File: src/rtl/core/brpp_pkg.sv
package brpp_pkg;

  localparam int HEADER_BYTES   = 12;
  localparam int DATA_BYTES_DEF = 256;
  localparam int QUEUE_DEPTH    = 2;

  localparam int OUT_OFF_W = 9;

  localparam logic CMD_ADD  = 1'b0;
  localparam logic CMD_SEND = 1'b1;

  // Beat sequence of one job in the back end
  localparam logic [3:0] STEP_PATCH_LO = 4'd0;
  localparam logic [3:0] STEP_PATCH_HI = 4'd1;
  localparam logic [3:0] STEP_BODY     = 4'd2;
  localparam logic [3:0] STEP_VAL_LO   = 4'd3;
  localparam logic [3:0] STEP_VAL_HI   = 4'd4;
  localparam logic [3:0] STEP_HDR_LAST = 4'd13;

  typedef struct packed {
    logic        is_send;
    logic        patch_en;
    logic        key_en;
    logic [15:0] patch_bits;
    logic [7:0]  key;
    logic [15:0] value;
    logic [31:0] now_time;
    logic [31:0] old_time;
    logic [8:0]  pkt_len;
    logic        full;
  } brpp_job_t;

  typedef struct packed {
    logic full;
    logic empty;
  } brpp_q_stat_t;

endpackage

File: src/rtl/core/brpp_front.sv
module brpp_front #(
  parameter int DATA_BYTES = brpp_pkg::DATA_BYTES_DEF,
  parameter int OFF_W      = $clog2(brpp_pkg::HEADER_BYTES + brpp_pkg::DATA_BYTES_DEF + 4)
) (
  input  logic                clk,
  input  logic                rst_n,
  input  logic                accept,
  input  logic                command,
  input  logic [7:0]          record_key,
  input  logic [3:0]          bit_position,
  input  logic [15:0]         raw_value,
  input  logic [15:0]         field_mask,
  input  logic [31:0]         now_seconds,
  output brpp_pkg::brpp_job_t job,
  output logic [OFF_W-1:0]    patch_slot,
  output logic [OFF_W-1:0]    key_off,
  output logic [OFF_W-1:0]    val_off
);
  import brpp_pkg::*;

  localparam int CAPACITY = HEADER_BYTES + DATA_BYTES;
  localparam logic [OFF_W-1:0] CAP_OFF = OFF_W'(CAPACITY);
  localparam logic [OFF_W-1:0] HDR_OFF = OFF_W'(HEADER_BYTES);

  logic              record_open_r, record_open_nxt;
  logic [7:0]        open_key_r, open_key_nxt;
  logic [15:0]       presence_bits_r, presence_bits_nxt;
  logic [OFF_W-1:0]  bitmask_slot_r, bitmask_slot_nxt;
  logic [OFF_W-1:0]  fill_offset_r, fill_offset_nxt;
  logic [31:0]       previous_time_r, previous_time_nxt;

  logic [3:0]        tz;
  logic [15:0]       field;
  logic              new_rec;
  logic [OFF_W-1:0]  rec_off, fill_mid, sum_a, sum_b;
  logic [15:0]       bits_mid;
  logic [OFF_W+8:0]  len_ext;

  // Right-align the masked field by the mask's trailing zeros
  always_comb begin
    tz = 4'd0;
    for (int i = 15; i >= 0; i--) begin
      if (field_mask[i]) tz = 4'(i);
    end
    field = (raw_value & field_mask) >> tz;
  end

  always_comb begin
    record_open_nxt   = record_open_r;
    open_key_nxt      = open_key_r;
    presence_bits_nxt = presence_bits_r;
    bitmask_slot_nxt  = bitmask_slot_r;
    fill_offset_nxt   = fill_offset_r;
    previous_time_nxt = previous_time_r;

    new_rec  = !record_open_r || (open_key_r != record_key);
    rec_off  = record_open_r ? fill_offset_r : HDR_OFF;
    sum_a    = rec_off + OFF_W'(3);
    fill_mid = new_rec ? ((sum_a > CAP_OFF) ? CAP_OFF : sum_a) : fill_offset_r;
    bits_mid = new_rec ? 16'd0 : presence_bits_r;
    sum_b    = fill_mid + OFF_W'(2);

    job            = '0;
    job.is_send    = (command == CMD_SEND);
    job.patch_bits = presence_bits_r;
    job.key        = record_key;
    job.value      = field;
    job.now_time   = now_seconds;
    job.old_time   = (previous_time_r != 32'd0) ? previous_time_r : now_seconds;
    patch_slot     = bitmask_slot_r;
    key_off        = rec_off;
    val_off        = fill_mid;

    if (command == CMD_ADD) begin
      job.patch_en      = new_rec && record_open_r;
      job.key_en        = new_rec;
      record_open_nxt   = 1'b1;
      open_key_nxt      = record_key;
      presence_bits_nxt = bits_mid | (16'd1 << bit_position);
      if (new_rec) bitmask_slot_nxt = rec_off + OFF_W'(1);
      fill_offset_nxt   = (sum_b > CAP_OFF) ? CAP_OFF : sum_b;
    end else begin
      job.patch_en      = record_open_r;
      record_open_nxt   = 1'b0;
      previous_time_nxt = now_seconds;
    end

    len_ext     = {{OUT_OFF_W{1'b0}}, fill_offset_nxt};
    job.pkt_len = len_ext[OUT_OFF_W-1:0];
    job.full    = (fill_offset_nxt >= CAP_OFF);
  end

  always_ff @(posedge clk) begin
    if (!rst_n) begin
      record_open_r   <= 1'b0;
      open_key_r      <= 8'd0;
      presence_bits_r <= 16'd0;
      bitmask_slot_r  <= '0;
      fill_offset_r   <= '0;
      previous_time_r <= 32'd0;
    end else if (accept) begin
      record_open_r   <= record_open_nxt;
      open_key_r      <= open_key_nxt;
      presence_bits_r <= presence_bits_nxt;
      bitmask_slot_r  <= bitmask_slot_nxt;
      fill_offset_r   <= fill_offset_nxt;
      previous_time_r <= previous_time_nxt;
    end
  end

endmodule

File: src/rtl/core/brpp_queue.sv
module brpp_queue #(
  parameter int W     = 8,
  parameter int DEPTH = brpp_pkg::QUEUE_DEPTH
) (
  input  logic                   clk,
  input  logic                   rst_n,
  input  logic                   push,
  input  logic [W-1:0]           wdata,
  input  logic                   pop,
  output logic [W-1:0]           rdata,
  output brpp_pkg::brpp_q_stat_t stat
);
  import brpp_pkg::*;

  localparam int PTR_W = (DEPTH > 1) ? $clog2(DEPTH) : 1;
  localparam int CNT_W = $clog2(DEPTH + 1);
  localparam logic [PTR_W-1:0] LAST_PTR = PTR_W'(DEPTH - 1);

  logic [W-1:0]     slots_r [DEPTH];
  logic [PTR_W-1:0] wptr_r, rptr_r;
  logic [CNT_W-1:0] count_r, count_nxt;

  assign rdata      = slots_r[rptr_r];
  assign stat.full  = (count_r == CNT_W'(DEPTH));
  assign stat.empty = (count_r == '0);

  always_comb begin
    count_nxt = count_r;
    if (push && !pop) count_nxt = count_r + CNT_W'(1);
    if (pop && !push) count_nxt = count_r - CNT_W'(1);
  end

  always_ff @(posedge clk) begin
    if (push) slots_r[wptr_r] <= wdata;
  end

  always_ff @(posedge clk) begin
    if (!rst_n) begin
      wptr_r  <= '0;
      rptr_r  <= '0;
      count_r <= '0;
    end else begin
      count_r <= count_nxt;
      if (push) wptr_r <= (wptr_r == LAST_PTR) ? '0 : wptr_r + PTR_W'(1);
      if (pop)  rptr_r <= (rptr_r == LAST_PTR) ? '0 : rptr_r + PTR_W'(1);
    end
  end

endmodule

File: src/rtl/core/brpp_back.sv
module brpp_back #(
  parameter int DATA_BYTES = brpp_pkg::DATA_BYTES_DEF,
  parameter int OFF_W      = $clog2(brpp_pkg::HEADER_BYTES + brpp_pkg::DATA_BYTES_DEF + 4)
) (
  input  logic                clk,
  input  logic                rst_n,
  input  logic                have_job,
  input  brpp_pkg::brpp_job_t job,
  input  logic [OFF_W-1:0]    patch_slot,
  input  logic [OFF_W-1:0]    key_off,
  input  logic [OFF_W-1:0]    val_off,
  input  logic [31:0]         device_uuid,
  output logic                pop,
  output logic                out_valid,
  input  logic                out_stall,
  output logic                out_write_enable,
  output logic [8:0]          out_write_offset,
  output logic [7:0]          out_write_data,
  output logic [8:0]          out_packet_length,
  output logic                out_full_flag,
  output logic                out_last_write
);
  import brpp_pkg::*;

  localparam int CAPACITY = HEADER_BYTES + DATA_BYTES;
  localparam logic [OFF_W-1:0] CAP_OFF = OFF_W'(CAPACITY);

  logic             started_r, started_nxt;
  logic [3:0]       step_r, step_nxt;
  logic             valid_r;
  logic             we_r, full_r, last_r;
  logic [8:0]       off_r, len_r;
  logic [7:0]       data_r;

  logic             load;
  logic [3:0]       first_body, s, last_step, h;
  logic             is_last;
  logic [OFF_W-1:0] off;
  logic [7:0]       byte_d;
  logic [95:0]      hdr, hdr_sh;
  logic [OFF_W+8:0] off_ext;

  assign load = have_job && (!valid_r || !out_stall);
  assign hdr  = {device_uuid, job.old_time, job.now_time};

  always_comb begin
    first_body = (job.is_send || job.key_en) ? STEP_BODY : STEP_VAL_LO;
    s          = started_r ? step_r : (job.patch_en ? STEP_PATCH_LO : first_body);
    last_step  = job.is_send ? STEP_HDR_LAST : STEP_VAL_HI;
    is_last    = (s == last_step);
    h          = s - STEP_BODY;
    hdr_sh     = hdr >> {h, 3'b000};

    case (s)
      STEP_PATCH_LO: begin
        off    = patch_slot;
        byte_d = job.patch_bits[7:0];
      end
      STEP_PATCH_HI: begin
        off    = patch_slot + OFF_W'(1);
        byte_d = job.patch_bits[15:8];
      end
      default: begin
        if (job.is_send) begin
          off    = OFF_W'(h);
          byte_d = hdr_sh[7:0];
        end else if (s == STEP_BODY) begin
          off    = key_off;
          byte_d = job.key;
        end else if (s == STEP_VAL_LO) begin
          off    = val_off;
          byte_d = job.value[7:0];
        end else begin
          off    = val_off + OFF_W'(1);
          byte_d = job.value[15:8];
        end
      end
    endcase

    off_ext = {{OUT_OFF_W{1'b0}}, off};

    started_nxt = started_r;
    step_nxt    = step_r;
    if (load) begin
      started_nxt = !is_last;
      step_nxt    = (s == STEP_PATCH_HI) ? first_body : s + 4'd1;
    end
  end

  assign pop = load && is_last;

  always_ff @(posedge clk) begin
    if (!rst_n) begin
      started_r <= 1'b0;
      step_r    <= STEP_PATCH_LO;
      valid_r   <= 1'b0;
    end else begin
      started_r <= started_nxt;
      step_r    <= step_nxt;
      if (load)            valid_r <= 1'b1;
      else if (!out_stall) valid_r <= 1'b0;
    end
  end

  // Hold the beat while stalled
  always_ff @(posedge clk) begin
    if (load) begin
      we_r   <= (off < CAP_OFF);
      off_r  <= off_ext[OUT_OFF_W-1:0];
      data_r <= byte_d;
      len_r  <= job.pkt_len;
      full_r <= job.full;
      last_r <= is_last;
    end
  end

  assign out_valid         = valid_r;
  assign out_write_enable  = we_r;
  assign out_write_offset  = off_r;
  assign out_write_data    = data_r;
  assign out_packet_length = len_r;
  assign out_full_flag     = full_r;
  assign out_last_write    = last_r;

endmodule

File: src/rtl/core/bitmask_record_packet_packer_top.sv
// Telemetry packet packer: each input item becomes a run of byte-write beats
// on the result channel, one beat per cycle unless the receiver stalls, with
// last_write marking the item's final beat. An add takes two beats, or three
// or five when it opens a record; a send takes twelve, or fourteen when a
// record is open. The beat sequencer in the back end sets the rate at one beat
// per cycle while out_stall is low. Items are accepted one per cycle while the
// two-entry job queue has room, so the front end classifies and updates packet
// state ahead of the byte writes.
// device_uuid is sampled by header beats and must only be written while idle.
module bitmask_record_packet_packer_top #(
  parameter int DATA_BYTES = brpp_pkg::DATA_BYTES_DEF
) (
  input  logic        clk,
  input  logic        rst_n,
  input  logic        cfg_write_en,
  input  logic [31:0] cfg_write_data,
  input  logic        in_valid,
  output logic        in_stall,
  input  logic        in_command,
  input  logic [7:0]  in_record_key,
  input  logic [3:0]  in_bit_position,
  input  logic [15:0] in_raw_value,
  input  logic [15:0] in_field_mask,
  input  logic [31:0] in_now_seconds,
  output logic        out_valid,
  input  logic        out_stall,
  output logic        out_write_enable,
  output logic [8:0]  out_write_offset,
  output logic [7:0]  out_write_data,
  output logic [8:0]  out_packet_length,
  output logic        out_full_flag,
  output logic        out_last_write
);
  import brpp_pkg::*;

  localparam int OFF_W = $clog2(HEADER_BYTES + DATA_BYTES + 4);
  localparam int JOB_W = $bits(brpp_job_t);
  localparam int Q_W   = JOB_W + 3 * OFF_W;

  logic [31:0]      device_uuid_r;
  logic             accept;
  brpp_job_t        f_job, b_job;
  logic [OFF_W-1:0] f_slot, f_key_off, f_val_off;
  logic [OFF_W-1:0] b_slot, b_key_off, b_val_off;
  logic [Q_W-1:0]   q_wdata, q_rdata;
  brpp_q_stat_t     q_stat;
  logic             back_pop;

  always_ff @(posedge clk) begin
    if (!rst_n)            device_uuid_r <= 32'd0;
    else if (cfg_write_en) device_uuid_r <= cfg_write_data;
  end

  assign in_stall = q_stat.full;
  assign accept   = in_valid && !in_stall;

  brpp_front #(.DATA_BYTES(DATA_BYTES), .OFF_W(OFF_W)) u_front (
    .clk          (clk),
    .rst_n        (rst_n),
    .accept       (accept),
    .command      (in_command),
    .record_key   (in_record_key),
    .bit_position (in_bit_position),
    .raw_value    (in_raw_value),
    .field_mask   (in_field_mask),
    .now_seconds  (in_now_seconds),
    .job          (f_job),
    .patch_slot   (f_slot),
    .key_off      (f_key_off),
    .val_off      (f_val_off)
  );

  assign q_wdata = {f_job, f_slot, f_key_off, f_val_off};
  assign {b_job, b_slot, b_key_off, b_val_off} = q_rdata;

  brpp_queue #(.W(Q_W), .DEPTH(QUEUE_DEPTH)) u_queue (
    .clk   (clk),
    .rst_n (rst_n),
    .push  (accept),
    .wdata (q_wdata),
    .pop   (back_pop),
    .rdata (q_rdata),
    .stat  (q_stat)
  );

  brpp_back #(.DATA_BYTES(DATA_BYTES), .OFF_W(OFF_W)) u_back (
    .clk               (clk),
    .rst_n             (rst_n),
    .have_job          (!q_stat.empty),
    .job               (b_job),
    .patch_slot        (b_slot),
    .key_off           (b_key_off),
    .val_off           (b_val_off),
    .device_uuid       (device_uuid_r),
    .pop               (back_pop),
    .out_valid         (out_valid),
    .out_stall         (out_stall),
    .out_write_enable  (out_write_enable),
    .out_write_offset  (out_write_offset),
    .out_write_data    (out_write_data),
    .out_packet_length (out_packet_length),
    .out_full_flag     (out_full_flag),
    .out_last_write    (out_last_write)
  );

  a_queue_stat: assert property (@(posedge clk) disable iff (!rst_n)
    !(q_stat.full && q_stat.empty))
    else $error("job queue reports full and empty together");

  a_pop_has_job: assert property (@(posedge clk) disable iff (!rst_n)
    back_pop |-> !q_stat.empty)
    else $error("back end popped an empty job queue");

  a_pop_marks_last: assert property (@(posedge clk) disable iff (!rst_n)
    back_pop |=> (out_valid && out_last_write))
    else $error("job retired without a last beat");

endmodule

File: config.mk
export PLATFORM = sky130hd
export DESIGN_NAME = bitmask_record_packet_packer_top
export DESIGN_NICKNAME = d
export VERILOG_FILES = /design/src/rtl/core/brpp_pkg.sv /design/src/rtl/core/brpp_front.sv /design/src/rtl/core/brpp_queue.sv /design/src/rtl/core/brpp_back.sv /design/src/rtl/core/bitmask_record_packet_packer_top.sv
export SDC_FILE = /design/constraint.sdc
export NUM_CORES = 1
export LEC_CHECK = 0
export BUFFER_PORTS_ARGS = -buffer_cell sky130_fd_sc_hd__clkbuf_2
export CORE_MARGIN = 2
export CORE_UTILIZATION = 35
export DETAILED_ROUTE_END_ITERATION = 10
export HOLD_SLACK_MARGIN = 0.05
export PLACE_DENSITY = 0.57
export SLEW_MARGIN = 10
export SYNTH_ARGS = -nofsm -noshare
export SYNTH_HDL_FRONTEND = slang
export SYNTH_SLANG_ARGS = --single-unit
File: constraint.sdc
create_clock -name clk -period 9.14 [get_ports clk]
set_input_delay 0.914 -clock clk [delete_from_list [all_inputs] [get_ports clk]]
set_output_delay 0.914 -clock clk [all_outputs]
set_load 0.05 [all_outputs]
==> results of run 1 <==
## worst max-delay path, cell delays in order (launching register included)
cell	delay [ns]
dfxtp_4	0.71
mux2i_2	0.26
buf_4	0.32
and2_1	0.22
a22oi_2	0.09
inv_2	0.09
buf_4	0.58
ha_1	0.30
o21ai_0	0.11
buf_4	0.21
and2_1	0.22
o211ai_1	0.11
o221ai_1	0.17
or3b_2	0.49
o41ai_1	0.26
## stage by stage
stage / cells / power [W] / util / hold slack, ns / area [um^2]
after floorplan: 1459 / 0.00286 / - / 0.425 / 19500
after global placement: 2287 / 0.00308 / 0.381 / 0.431 / 21000
after detailed placement: 2287 / 0.00309 / 0.381 / 0.440 / 21000
after CTS: 2375 / 0.00509 / 0.410 / 0.447 / 22600
after global routing: 2375 / 0.00523 / 0.410 / 0.463 / 22600
final: 2375 / 0.00504 / 0.410 / 0.451 / 22600
## final cells by class
cell class | instances | share of cell area
well taps | 748 | 0.0414
inverters | 26 | 0.00432
flip-flops and latches | 435 | 0.526
multi-input cells | 919 | 0.319
clock buffers | 72 | 0.0602
repair buffers | 159 | 0.0375
clock inverters | 16 | 0.0121
## synth_stat cells (36+ instances only)
cell	count	area, um^2
nor2b_1	61	382
mux2i_1	83	831
a21boi_0	44	330
mux4_2	62	1400
nor2_1	49	184
edfxtp_1	317	9520
clkbuf_1	51	191
nand2_1	175	657
a21oi_1	40	200
dfxtp_1	118	2360
a21o_1	36	270
## power groups by stage
stage / clock network, W / logic [W] / registers, W
2_1_floorplan: 0 / 0.000397 / 0.00246
3_3_place_gp: 0 / 0.000690 / 0.00239
3_5_place_dp: 0 / 0.000696 / 0.00239
4_1_cts: 0.00204 / 0.000699 / 0.00235
5_1_grt: 0.00211 / 0.000755 / 0.00236
6_report: 0.00199 / 0.000694 / 0.00235
## cells by family after synthesis
group,count (synthesis)
AO/OA/AOI/OAI,293
XOR/XNOR,41
adder cells (fa/ha/maj),10
buffers and inverters,105
flip-flops,435
multiplexers,168
AND/OR/NAND/NOR,407
## how the worst max path moves through the flow
stage / from / end / slack (ns) / cells after the start
2_1_floorplan: in_valid / u_queue.slots_r[0][0]$_DFFE_PP_ / 1.32 / 3
3_3_place_gp: in_record_key[6] / u_queue.slots_r[0][28]$_DFFE_PP_ / 4.77 / 13
3_5_place_dp: in_record_key[4] / u_queue.slots_r[0][28]$_DFFE_PP_ / 4.73 / 13
4_1_cts: flop / u_back.out_write_enable$_DFFE_PP_ / 4.71 / 14
5_1_grt: flop / u_back.out_write_enable$_DFFE_PP_ / 4.38 / 14
6_report: flop / u_back.out_write_enable$_DFFE_PP_ / 4.80 / 14
## sequential cells by signal, indices dropped and copies added (netlist names), 2 cells and up, named ones only
register,cells
u_front.patch_slot,9
u_front.fill_offset_r,9
u_front.presence_bits_r,16
u_back.out_packet_length,9
u_queue.count_r,2
u_queue.slots_r,288
u_front.previous_time_r,32
u_back.step_r,4
u_back.out_write_offset,9
device_uuid_r,32
u_front.open_key_r,8
u_back.out_write_data,8
## layer usage
layer | wire [um] | vias to the layer above | share of wire
li1 | - | 5815 | -
met1 | 21500 | 6219 | 0.45
met2 | 22100 | 426 | 0.46
met3 | 3300 | 74 | 0.069
met4 | 1080 | 0 | 0.023
met5 | 0 | - | 0
==> summary.txt, run 1 <==
Job
  – MaxCap Viol Count: 0

Worst setup path
  – RR Endpoint: u_back.out_write_enable$_DFFE_PP_
  – CP Launch Type: flop
  – WP data arrival: 4.71 ns
  – Required @ worst endpoint: 9.51 ns
  – Crit. End Element: flop
  – Crit path max fanout: 45
  – Cells on worst reg2reg path: 14
  – R2R setup slack: 4.80 ns
  – WS Path Type: reg2reg

Worst hold path
  – Hold Startpoint: u_front.presence_bits_r[1]$_SDFFE_PN0P_
  – Hold path depth: 0
  – Worst Hold Path EP: u_queue.slots_r[0][126]$_DFFE_PP_
  – Hold WC Path Type: reg2reg

Yosys
  – Mux contribution to synthesized area: 0.128
  – Synth async-reset ratio: 0
  – Xor-xnor portion of the synthesized cell area: 0.0194
  – Post-Syn Instances: 1459
  – Syn_nets: 1583
  – Synth Area in Compound Gates: 0.111
  – Avg Inst Size Synth: 13.4 um^2
  – Yosys warning total: 0
  – Number of distinct library cells after synthesis: 88
  – Sequential share of the synthesized area: 0.610
  – Largest family of logic cells by synthesized area: multiplexers
  – Post-Synth Adder-Cell Area: 0.00642
  – #FFs+latches synth: 435
  – EDFF count, synth: 317
  – Post-Synth Simple-Gate Area: 0.103
  – Top FF cell, synth: edfxtp_1
  – Synthesized area: 19500 um^2

Layout
  – Most frequent cells in the layout: 317 x edfxtp_1, 175 x nand2_1, 143 x clkbuf_2
  – Final #Nets: 1712
  – Inserted Diodes: 0
  – Fillers: 5216
  – FF+latch area: 11900 um^2
  – Layout cell share with drive strength beyond 1: 0.215
  – Footprint of the multi-input gates: 7200 um^2
  – Area Overhead vs Synth: 15.9%
  – Commonest non-fill, non-tap cell in the layout: edfxtp_1

Global routing
  – GRT busiest layer: met2
  – Largest net degree at the start of global routing: 146
  – First-pass GRT wire length: 73.8 mm
  – Vias in the first global route: 12400
  – Tot GR Track Use: 0.167
  – Met1 Resource Use GR: 0.234
  – Met2 Use GR: 0.266
  – Grt ovf: 0
  – Met3 usage: 0.0299
  – Initial antenna violation count: 0

Power and ir drop
  – Clk pwr share: 0.395
  – Net load switching power: 0.00128 W
  – Seq pwr share: 0.467
  – Power Internal: 0.00375 W
  – Gate power share: 0.138
  – Leakage: 8.17 nW
  – Switching Share: 0.255
  – Peak supply drop: 0.000141 V
  – Pwr Density: 223 nW/um^2

STA
  – Slew margin rel.: 0.168
  – Hold Fails Final Rpt: 0
  – Minimum clock period: 4.34 ns
  – Setup violators final: 0
  – Slew @ Worst Pin: 1.24 ns
  – Min setup slack post-route: 4.80 ns
  – Slew Limit Fails: 0
  – Clock Skew: 0.0206 ns
  – Part of the cycle the worst path needs: 0.475
  – RSZ-0062 raised after global routing: false
  – Final TNS setup: 0 ns
  – Max Freq: 231 MHz

Place
  – Hpwl dp: 31.7 mm
  – Pre-CTS WS: 4.73 ns
  – Port Buf Inserts: 144
  – Placer congestion estimate: 0.870

Die
  – Row cnt: 86
  – Core area: 55100 um^2
  – Chip width: 240 um
  – Die Ht: 240 um
  – Initial Utilization: 0.354
  – Io pins: 145
  – DIE AREA: 57600 um^2

Clocking
  – Num CTS Buffers: 47
  – Worst-path clk slew: 0.06 ns
  – Worst-skew pair later-pin latency: 0.58 ns
  – CTS tree: built
  – CTS Hold Buffers Added: 0
  – Post_cts resized: 0
  – Post-CTS Setup Inserts: 0
  – Clock Sinks: 435
  – H-tree levels: 2
  – Longest Clk Path Bufs: 3
  – Root buffer cell: clkbuf_16

Detailed routing
  – Antenna viol nets, final: 0
  – Vias per cell: 5.28
  – Number of remaining DRC errors: 0
  – Initial DRC Count: 1159
  – Routed wire per std cell: 20.2 um
  – Vias post-DR: 12500
  – Final wirelength: 47.9 mm
  – DRT Pass-1 Iters: 6

Run status
  – Status: finished, final reports clean
(Power assumes the default switching activity.)
==> inputs of run 2 (changes only) <==
- ABC_AREA: not set -> 1
- clock period: 9.14 -> 4 ns (I/O delays scaled with it)
==> summary.txt, run 2 <==
STA
  – Minimum clock period: 3.52 ns
  – RSZ-0062 raised after global routing: false
  – Hold Fails Final Rpt: 0
  – Slew Limit Fails: 0
  – Part of the cycle the worst path needs: 0.881
  – Slew margin rel.: 0.231
  – Final TNS setup: 0 ns
  – Setup violators final: 0
  – Max Freq: 284 MHz
  – Slew @ Worst Pin: 1.15 ns
  – Clock Skew: 0.0201 ns

Clocking
  – Root buffer cell: clkbuf_16
  – Longest Clk Path Bufs: 3
  – Worst-skew pair later-pin latency: 0.60 ns
  – CTS tree: built
  – Clock Sinks: 435
  – Worst-path clk slew: 0.06 ns
  – H-tree levels: 2
  – Num CTS Buffers: 47

Layout
  – Commonest non-fill, non-tap cell in the layout: nand2_1
  – Most frequent cells in the layout: 481 x nand2_1, 317 x edfxtp_1, 199 x o21ai_0
  – Final #Nets: 2364
  – Max reg flops: 288
  – Layout cell share with drive strength beyond 1: 0.142
  – Most flops, register: u_queue.slots_r
  – Fillers: 5270
  – Top flop regs: u_queue.slots_r: 288 flops, device_uuid_r: 32 flops, u_front.previous_time_r: 32 flops
  – Finished layout cell area: 23300 um^2
  – Area Overhead vs Synth: 20.2%

Place
  – Placer congestion estimate: 0.893
  – Area post-placement: 21100 um^2
  – Port Buf Inserts: 144
  – Hpwl dp: 36.3 mm

Global routing
  – Grt ovf: 0
  – Vias in the first global route: 14400
  – Initial antenna violation count: 4
  – Largest net degree at the start of global routing: 62
  – First-pass GRT wire length: 82.5 mm
  – Tot GR Track Use: 0.186

Detailed routing
  – Initial DRC Count: 1269
  – Number of remaining DRC errors: 0
  – Final wirelength: 52.9 mm
  – Antenna viol nets, final: 0
  – DRT Pass-1 Iters: 5
  – Vias post-DR: 14900
  – Routed wire per std cell: 17.5 um
  – Vias per cell: 4.93

Yosys
  – Syn_nets: 2169
  – Synthesized area: 19400 um^2
  – Post-Syn Instances: 2045
  – Top FF cell, synth: edfxtp_1
  – Synth async-reset ratio: 0
  – Synth top area cells: edfxtp_1 49%, dfxtp_1 12%, nand2_1 9.3%, o21ai_0 5.1%, inv_1 3.6%
  – Yosys warning total: 0
  – Dominant cell type by area after synthesis: edfxtp_1
  – Count leader, synth: nand2_1
  – #FFs+latches synth: 435
  – Area fraction of the dominant cell type after synthesis: 0.491
  – Number of distinct library cells after synthesis: 47
  – Avg Inst Size Synth: 9.49 um^2
  – Sequential share of the synthesized area: 0.613
  – Commonest cells post-synth: 481 x nand2_1, 317 x edfxtp_1, 199 x o21ai_0
  – EDFF count, synth: 317

Power and ir drop
  – Leakage: 9.30 nW
  – Pwr Density: 493 nW/um^2
  – Net load switching power: 0.00317 W
  – Seq pwr share: 0.466
  – Power Internal: 0.00832 W
  – Gate power share: 0.150
  – Switching Share: 0.276
  – Peak supply drop: 0.000273 V
  – Clk pwr share: 0.383

Die
  – Row cnt: 86
  – Chip width: 239 um
  – Core area: 55000 um^2
  – DIE AREA: 57300 um^2
  – Initial Utilization: 0.353
  – Die Ht: 239 um
  – Io pins: 145

Worst setup path
  – Slowest cell on the critical path: dfxtp_1
  – Crit path max fanout: 13
  – R2R setup slack: 0.48 ns
  – Required @ worst endpoint: 4.34 ns
  – WS Path Type: reg2reg
  – Critical path's most frequent cell: nand2_1
  – Critical path's largest stage delay: 0.64 ns
  – Crit path buffers/inverters: 1
  – Crit. End Element: flop
  – WP data arrival: 3.86 ns
  – CP Launch Type: flop
  – Crit path max-delay family: simple AND/OR/NAND/NOR gates

Run status
  – Status: finished, final reports clean

Worst hold path
  – Hold WC Path Type: in2reg

Job
  – MaxCap Viol Count: 0
==> run 2: cell types whose count changed in the layout (fill, tap and decap cells not counted), sizes merged, moves of 29 or more <==
cell         previous run  this run
mux4                   62         0
inv                    27       194
a21o                   36         1
nor2                   50       181
mux2i                  83        23
o21ai                  41       206
nand3                  19       141
nand2                 175       501
a21oi                  41        95
nor2b                  61         1
dlygate4sd3             0        59
a21boi                 46         0
buf                    16        45
==> run 2: worst paths after layout <==
| check | end | cells after the start | start |
|---|---|---|---|
| max reg2reg | u_queue.slots_r[0][27]$_DFFE_PP_ | 26 | u_front.record_open_r$_SDFFE_PN0P_ |
| min | device_uuid_r[11]$_SDFFE_PN0P_ | 3 | cfg_write_data[11] |
| max | u_queue.slots_r[0][27]$_DFFE_PP_ | 26 | u_front.record_open_r$_SDFFE_PN0P_ |
| min reg2reg | u_queue.slots_r[0][21]$_DFFE_PP_ | 0 | u_front.patch_slot[3]$_SDFFE_PN0P_ |
==> run 2: logic make-up after synthesis <==
kind of cell,Yosys count,share of synthesized area
AO/OA/AOI/OAI,386,0.113
XOR/XNOR,16,0.00722
adder cells (fa/ha/maj),10,0.00645
buffers and inverters,298,0.0588
flip-flops,435,0.613
multiplexers,24,0.0124
AND/OR/NAND/NOR,876,0.190
==> run 2: worst reg2reg max path, stage by stage (launching register included) <==
cell and delay (ns):
dfxtp_1 0.64, nand2_1 0.19, nand2_2 0.15, nand2_1 0.12
inv_1 0.12, nand2_1 0.07, nand2_1 0.06, nand2_1 0.07
nor2_1 0.08, nand3_1 0.08, nand2_2 0.13, nand2_1 0.10
nand2_4 0.13, ha_1 0.25, nand3_1 0.11, nor2_2 0.10
nand2_1 0.05, nand2_1 0.08, nand2_1 0.06, nor2_1 0.10
nand2_1 0.09, nand2_4 0.12, nand2_1 0.08, nand2_1 0.09
o21ai_1 0.08, nand2_1 0.06, nand2_1 0.07
==> run 2: power by group through the flow <==
stage               sequential [W]  combinational (W)  clock (W)
global route               0.00539            0.00190    0.00467
finish                     0.00536            0.00173    0.00441
floorplan                  0.00562           0.000868          0
global placement           0.00545            0.00167          0
CTS                        0.00536            0.00174    0.00449
detailed placement         0.00545            0.00169          0
==> run 2: through the flow <==
stage | instances | util | hold slack (ns) | setup WS (ns) | power, W
2_1_floorplan | 2045 | - | 0.420 | -0.987 | 0.00649
3_3_place_gp | 2880 | 0.384 | 0.433 | 0.599 | 0.00712
3_5_place_dp | 2880 | 0.384 | 0.445 | 0.524 | 0.00714
4_1_cts | 3026 | 0.424 | 0.0520 | 0.513 | 0.0116
5_1_grt | 3027 | 0.424 | 0.0627 | 0.0153 | 0.0120
6_report | 3027 | 0.424 | 0.0652 | 0.477 | 0.0115
==> run 2: final cells by class <==
class	count	area [um^2]	share of cell area
diodes	1	2.50	0.000107
clock buffers	61	1300	0.0557
clock inverters	26	278	0.0119
inverters	196	737	0.0316
multi-input cells	1312	6410	0.275
flip-flops and latches	435	11900	0.510
well taps	748	936	0.0402
repair buffers	248	1760	0.0756
==> run 2: what timing repair did <==
action | CTS | global route
endpoints found under the hold margin | 102 | 0
setup buffers | 0 | 0
gates resized for setup | 0 | 0
hold buffers | 59 | 0
==> run 2: per-layer routing <==
| layer | part of all wire | track usage |
|---|---|---|
| met5 | 0.00072 | 0 |
| met4 | 0.025 | 0.0606 |
| met3 | 0.056 | 0.0290 |
| met2 | 0.45 | 0.296 |
| met1 | 0.47 | 0.258 |
